## config.mk

```make
export PLATFORM = sky130hd
export DESIGN_NAME = miller_rabin_prime_test_64_core
export DESIGN_NICKNAME = d
export VERILOG_FILES = /design/src/hdl/mrp_pkg.sv /design/src/hdl/miller_rabin_prime_test_64_core.sv /design/src/hdl/mrp_mulmod.sv
export SDC_FILE = /design/constraint.sdc
export NUM_CORES = 2
export LEC_CHECK = 0
export BUFFER_PORTS_ARGS = -buffer_cell sky130_fd_sc_hd__clkbuf_2
export CORE_ASPECT_RATIO = 1.25
export CORE_MARGIN = 2
export CORE_UTILIZATION = 64
export DETAILED_ROUTE_END_ITERATION = 10
export PLACE_DENSITY = 0.81
export RECOVER_POWER = 50
export SLEW_MARGIN = 20
export SYNTH_ARGS = -nofsm -noshare
export SYNTH_HDL_FRONTEND = slang
export SYNTH_SLANG_ARGS = --single-unit
```

## constraint.sdc

```tcl
create_clock -name clk -period 11.4 [get_ports clk]
set_input_delay 1.14 -clock clk [delete_from_list [all_inputs] [get_ports clk]]
set_output_delay 1.14 -clock clk [all_outputs]
set_load 0.1 [all_outputs]
```

## src/hdl/mrp_pkg.sv

```systemverilog
// package for the miller-rabin core: widths and witness base table
// no dependencies
package mrp_pkg;
	localparam int unsigned CandW = 63;
	localparam int unsigned WordW = 64;
	localparam int unsigned BaseCount = 7;
	localparam int unsigned BaseIdxW = 3;
	localparam int unsigned BitIdxW = 6;

	function automatic logic [WordW-1:0] witness_base(input logic [BaseIdxW-1:0] idx);
		logic [WordW-1:0] r;
		case (idx)
			3'd0: r = 64'd2;
			3'd1: r = 64'd450775;
			3'd2: r = 64'd1795265022;
			3'd3: r = 64'd9780504;
			3'd4: r = 64'd28178;
			3'd5: r = 64'd9375;
			3'd6: r = 64'd325;
			default: r = 64'd2;
		endcase
		return r;
	endfunction
endpackage

```

## src/hdl/miller_rabin_prime_test_64_core.sv

```systemverilog
// top level of the deterministic miller-rabin primality test, 63-bit candidates
// depends on mrp_pkg and mrp_mulmod
//
// input channel: candidate with in_valid / in_stall; the core raises in_stall
// while a test runs. output channel: is_prime with out_valid / out_stall.
// one candidate gives exactly one result.
// values of 2 or less and even values are settled in ST_CHECK and offered from ST_OUT.
// otherwise each base takes a reduction (one multiply of 1 by the base) then up
// to two multiplies per exponent bit and up to s squarings, at most 126
// multiplies per base; every multiply goes through the shared bit-serial unit.
// reset empties the core; a held result waits while out_stall is high, and a
// new candidate is not taken until the result has been transferred.
module miller_rabin_prime_test_64_core import mrp_pkg::*; #(
	parameter int unsigned NUM_BASES = 7
) (
	input  logic            clk,
	input  logic            arst_n,
	input  logic            in_valid,
	output logic            in_stall,
	input  logic [CandW-1:0] candidate,
	output logic            out_valid,
	input  logic            out_stall,
	output logic            is_prime
);
	localparam int unsigned NbEff = (NUM_BASES > BaseCount) ? BaseCount : NUM_BASES;

	typedef enum logic [3:0] {
		ST_IDLE, ST_CHECK, ST_SPLIT, ST_BASE, ST_RED, ST_PMUL, ST_PSQ, ST_PNEXT,
		ST_SQ, ST_SQCHK, ST_NEXTB, ST_OUT
	} state_t;

	state_t state_q;
	logic [WordW-1:0] n_q, d_q, e_q, acc_q, pb_q, c_q;
	logic [BitIdxW-1:0] s_q, j_q;
	logic [BaseIdxW-1:0] bi_q;
	logic prime_q, wait_q;

	logic mm_start, mm_done;
	logic [WordW-1:0] mm_a, mm_b, mm_res;

	mrp_mulmod u_mul (
		.clk(clk), .arst_n(arst_n), .start(mm_start), .a(mm_a), .b(mm_b),
		.m(n_q), .done(mm_done), .result(mm_res)
	);

	assign in_stall = (state_q != ST_IDLE);
	assign out_valid = (state_q == ST_OUT);
	assign is_prime = prime_q;

	always_comb begin
		mm_start = 1'b0;
		mm_a = acc_q;
		mm_b = pb_q;
		if (!wait_q) begin
			unique case (state_q)
				ST_RED: begin
					mm_start = 1'b1; mm_a = 64'd1; mm_b = witness_base(bi_q);
				end
				ST_PMUL: begin
					mm_start = 1'b1; mm_a = acc_q; mm_b = pb_q;
				end
				ST_PSQ: begin
					mm_start = 1'b1; mm_a = pb_q; mm_b = pb_q;
				end
				ST_SQ: begin
					mm_start = (j_q != s_q); mm_a = c_q; mm_b = c_q;
				end
				default: mm_start = 1'b0;
			endcase
		end
	end

	always_ff @(posedge clk or negedge arst_n) begin
		if (!arst_n) begin
			state_q <= ST_IDLE;
			wait_q <= 1'b0;
			prime_q <= 1'b0;
		end else begin
			if (mm_start) wait_q <= 1'b1;
			unique case (state_q)
				ST_IDLE: if (in_valid) begin
					n_q <= {1'b0, candidate};
					state_q <= ST_CHECK;
				end
				ST_CHECK: begin
					if (n_q <= 64'd2 || !n_q[0]) begin
						prime_q <= (n_q == 64'd2);
						state_q <= ST_OUT;
					end else begin
						d_q <= n_q - 64'd1;
						s_q <= '0;
						bi_q <= '0;
						prime_q <= 1'b1;
						state_q <= ST_SPLIT;
					end
				end
				ST_SPLIT: begin
					if (!d_q[0]) begin
						d_q <= d_q >> 1;
						s_q <= s_q + 1'b1;
					end else begin
						state_q <= ST_BASE;
					end
				end
				ST_BASE: begin
					if (32'(bi_q) >= NbEff) state_q <= ST_OUT;
					else state_q <= ST_RED;
				end
				ST_RED: if (mm_done) begin
					wait_q <= 1'b0;
					if (mm_res == '0) begin
						state_q <= ST_NEXTB;
					end else begin
						pb_q <= mm_res;
						acc_q <= 64'd1;
						e_q <= d_q;
						state_q <= ST_PNEXT;
					end
				end
				ST_PNEXT: begin
					if (e_q == '0) begin
						c_q <= acc_q;
						j_q <= '0;
						state_q <= ST_SQ;
					end else if (e_q[0]) begin
						state_q <= ST_PMUL;
					end else begin
						state_q <= ST_PSQ;
					end
				end
				ST_PMUL: if (mm_done) begin
					wait_q <= 1'b0;
					acc_q <= mm_res;
					state_q <= ST_PSQ;
				end
				ST_PSQ: if (mm_done) begin
					wait_q <= 1'b0;
					pb_q <= mm_res;
					e_q <= e_q >> 1;
					state_q <= ST_PNEXT;
				end
				ST_SQ: begin
					if (j_q == s_q) begin
						if (c_q != 64'd1) begin
							prime_q <= 1'b0;
							state_q <= ST_OUT;
						end else begin
							state_q <= ST_NEXTB;
						end
					end else if (mm_done) begin
						wait_q <= 1'b0;
						acc_q <= mm_res;
						state_q <= ST_SQCHK;
					end
				end
				ST_SQCHK: begin
					if (acc_q == 64'd1 && c_q != 64'd1 && c_q != n_q - 64'd1) begin
						prime_q <= 1'b0;
						state_q <= ST_OUT;
					end else begin
						c_q <= acc_q;
						j_q <= j_q + 1'b1;
						state_q <= ST_SQ;
					end
				end
				ST_NEXTB: begin
					bi_q <= bi_q + 1'b1;
					state_q <= ST_BASE;
				end
				ST_OUT: if (!out_stall) state_q <= ST_IDLE;
				default: state_q <= ST_IDLE;
			endcase
		end
	end
endmodule

```

## src/hdl/mrp_mulmod.sv

```systemverilog
// shared modular multiplier: a*b mod m, one bit of b per cycle from bit 62 down
// also reduces a value mod m (a = 1, b = the value) in the same bit-serial form with conditional subtraction
// depends on mrp_pkg
module mrp_mulmod import mrp_pkg::*; (
	input  logic             clk,
	input  logic             arst_n,
	input  logic             start,
	input  logic [WordW-1:0] a,
	input  logic [WordW-1:0] b,
	input  logic [WordW-1:0] m,
	output logic             done,
	output logic [WordW-1:0] result
);
	logic [WordW-1:0] acc_q, a_q, b_q, m_q;
	logic [BitIdxW-1:0] bit_q;
	logic busy_q;
	logic [WordW-1:0] dbl, dbl_r, add, add_r;

	always_comb begin
		dbl = {acc_q[WordW-2:0], 1'b0};
		dbl_r = (dbl >= m_q) ? dbl - m_q : dbl;
		add = dbl_r + a_q;
		add_r = (add >= m_q) ? add - m_q : add;
		if (!b_q[bit_q]) add_r = dbl_r;
	end

	assign result = acc_q;

	always_ff @(posedge clk or negedge arst_n) begin
		if (!arst_n) begin
			busy_q <= 1'b0;
			done <= 1'b0;
			bit_q <= '0;
		end else begin
			done <= 1'b0;
			if (start) begin
				busy_q <= 1'b1;
				bit_q <= BitIdxW'(CandW - 1);
				acc_q <= '0;
				a_q <= a;
				b_q <= b;
				m_q <= m;
			end else if (busy_q) begin
				acc_q <= add_r;
				if (bit_q == '0) begin
					busy_q <= 1'b0;
					done <= 1'b1;
				end else begin
					bit_q <= bit_q - 1'b1;
				end
			end
		end
	end
endmodule

```

==> results.ini <==
[worst_setup_path]
crit_start = u_mul.result[0]
cp-start-kind = register
r2r-end = u_mul.result[54]
cpMostUsedCell = a21oi_1
r2r-start = u_mul.result[0]
endpoint = u_mul.result[54]
cp_max_fo = 15
crit_slowest_cell = a2111oi_0
cp.arrival_ns = 11.13
slowest_delay_ns = 0.73
endpoint_kind = register
crit_required_ns = 11.74
ff2ff_setup_slack_ns = 0.61
crit_type = reg2reg
ff2ff_path_depth = 31

[run_status]
violations = max-capacitance violations, max-slew violations
outcome = finished with violations

[detailed_routing]
antenna_left = 0
dr.pass1.iters = 8
drc = 0
viasPerCell = 7.15
routed_wl_mm = 155
wire_per_inst_um = 30.2
dr.first_iter.drc_count = 4740
via_count = 36600

[timing]
worst_slew_pin_slew_ns = 7.65
fin_setup_tns_ns = 0
slew_headroom = -4.10
drv_slew = 714
post-route-period-util = 0.947
finClkSkew_ns = 0.0642
hold_viol_final = 0
setup_ws_ns = 0.608
min_period_ns = 10.79
fmax_mhz = 92.7
rsz0062_at_grt = false
setup_viol_count_final = 0

[clock_network]
cts_buffers = 70
root_buffer = clkbuf_16
clkLatencyLatePin_ns = 0.67
clk_pin_slew_ns = 0.06
cts_tree = done
htreeDepth = 3
cts.path.max_buffers = 3
numClockSinks = 667

[global_route]
antenna_found_initial = 5
grt_pass1_vias = 35300
grt_use_total = 0.441
grt_pass1_wl_mm = 225
grt_max_degree = 128
grt_overflow = 0

[synthesis]
synth_flop_cell = edfxtp_1
synthArstFlopShare = 0.0210
yosys.area.top_type = edfxtp_1
synth_area_per_cell_um2 = 10.2
syn-num-nets = 4496
synth_warnings = 0
postSynthCellCount = 4225
synth_seq_cells = 667
synth_edf_count = 653
synth_cell_types = 93
netlist_top_cells_area = edfxtp_1 46%, ha_1 5.8%, a21oi_1 4.0%, o21ai_0 3.9%, xnor2_1 3.6%
synth.cell_area_um2 = 43100
synth_top_cell_area_share = 0.455
ys_seq_area_frac = 0.464

[flow_run]
drv_cap = 13

[worst_hold_path]
hp-class = reg2reg

[die]
pin_count = 70
dieArea_um2 = 69400
core_um2 = 66700
die_w_um = 236
dieHeight_um = 294
initial_core_util = 0.645
num_rows = 106

[place]
place_hpwl_mm = 116
place_congestion = 1.05
port_buffers = 69
preCtsSetupSlack_ns = 0.498

[layout]
area_growth_pct = 7.86
finalNetCount = 4468
drive_gt1_frac = 0.0833

==> how the worst min path moves through the flow <==
stage,startpoint,depth (start not counted),endpoint
detailed placement,is_prime,1,is_prime
CTS,arst_n,1,wait_q
global route,acc_q[19],0,c_q[19]
finish,is_prime,1,is_prime
global placement,is_prime,1,is_prime
floorplan,u_mul.result[62],0,pb_q[62]
==> repair_timing <==
item,in CTS,in global routing
endpoints found under the hold margin,0,0
resized for setup,0,4
hold buffers,0,0
setup endpoints to repair,0,56
setup buffers,0,3
==> logic make-up after synthesis <==
family / synth area share
flip-flops: 0.464
XOR/XNOR: 0.0648
buffers and inverters: 0.0320
AND/OR/NAND/NOR: 0.144
multiplexers: 0.0519
adder cells (fa/ha/maj): 0.0598
AO/OA/AOI/OAI: 0.184
==> worst max-delay path, delay by kind of cell (launching register included) <==
family	cells	cell delay, ns
buffers and inverters	1	0.31
XOR/XNOR	1	0.10
adder cells (fa/ha/maj)	3	1.24
multiplexers	1	0.42
AO/OA/AOI/OAI	18	6.19
flip-flops	1	0.54
AND/OR/NAND/NOR	7	1.70
==> Yosys cell counts, types with 33 or more instances <==
cell and number:
nand3b_1 48, nor3_1 94, xor2_1 125, a21o_1 109
a211oi_1 35, a22o_1 42, a31oi_1 33, xnor2_1 178
nor2_1 299, nand2_1 336, o21bai_1 36, a21oi_1 341
nor4_1 103, clkbuf_1 195, ha_1 201, edfxtp_1 653
inv_1 139, o21ai_0 335, nand3_1 78, mux2i_1 96
mux2_2 71, nand4_1 76, a22oi_1 104
==> layout make-up <==
type	instances	area, µm²
repair buffers	123	694
multi-input cells	3195	21900
fillers	5143	20300
diodes	4	10.0
flip-flops and latches	667	20000
inverters	140	526
clock buffers	78	1800
well taps	864	1080
clock inverters	47	507
==> per-stage QoR <==
step	instance area (µm²)	instances	utilization	hold WS, ns
after floorplan	43100	4225	-	0.424
after global placement	44200	4986	0.662	0.474
after detailed placement	44200	4986	0.662	0.478
after CTS	46500	5111	0.697	0.415
after global routing	46400	5114	0.696	0.510
final	46400	5118	0.696	0.485
==> cells in the final DEF, fill, tap and decap left out, types with 104 or more instances in the layout <==
master	Yosys	final
ha_1	201	201
xnor2_1	178	178
o21ai_0	335	333
edfxtp_1	653	653
a22oi_1	104	104
xor2_1	125	125
inv_1	139	139
nor2_1	299	293
nand2_1	336	335
a21oi_1	341	341
a21o_1	109	109
==> per-layer routing <==
layer	up-vias	part of all wire	wire, µm	track usage
met2	2501	0.45	68900	0.685
met5	-	0.00014	22	0
li1	16000	-	-	-
met3	634	0.10	15400	0.0819
met1	17400	0.35	53400	0.525
met4	4	0.11	16900	0.400
==> flip-flops by register name, summed over array words and instances, names as in the netlist, 63 cells and up <==
register	cells
c_q	64
pb_q	64
acc_q	64
e_q	64
u_mul.a_q	64
u_mul.result	64
u_mul.m_q	63
u_mul.b_q	64
n_q	63
d_q	64
Power is left out: the tool's default activity adds up to more than one toggle a clock period on the data nets, which glitch-free logic cannot reach.
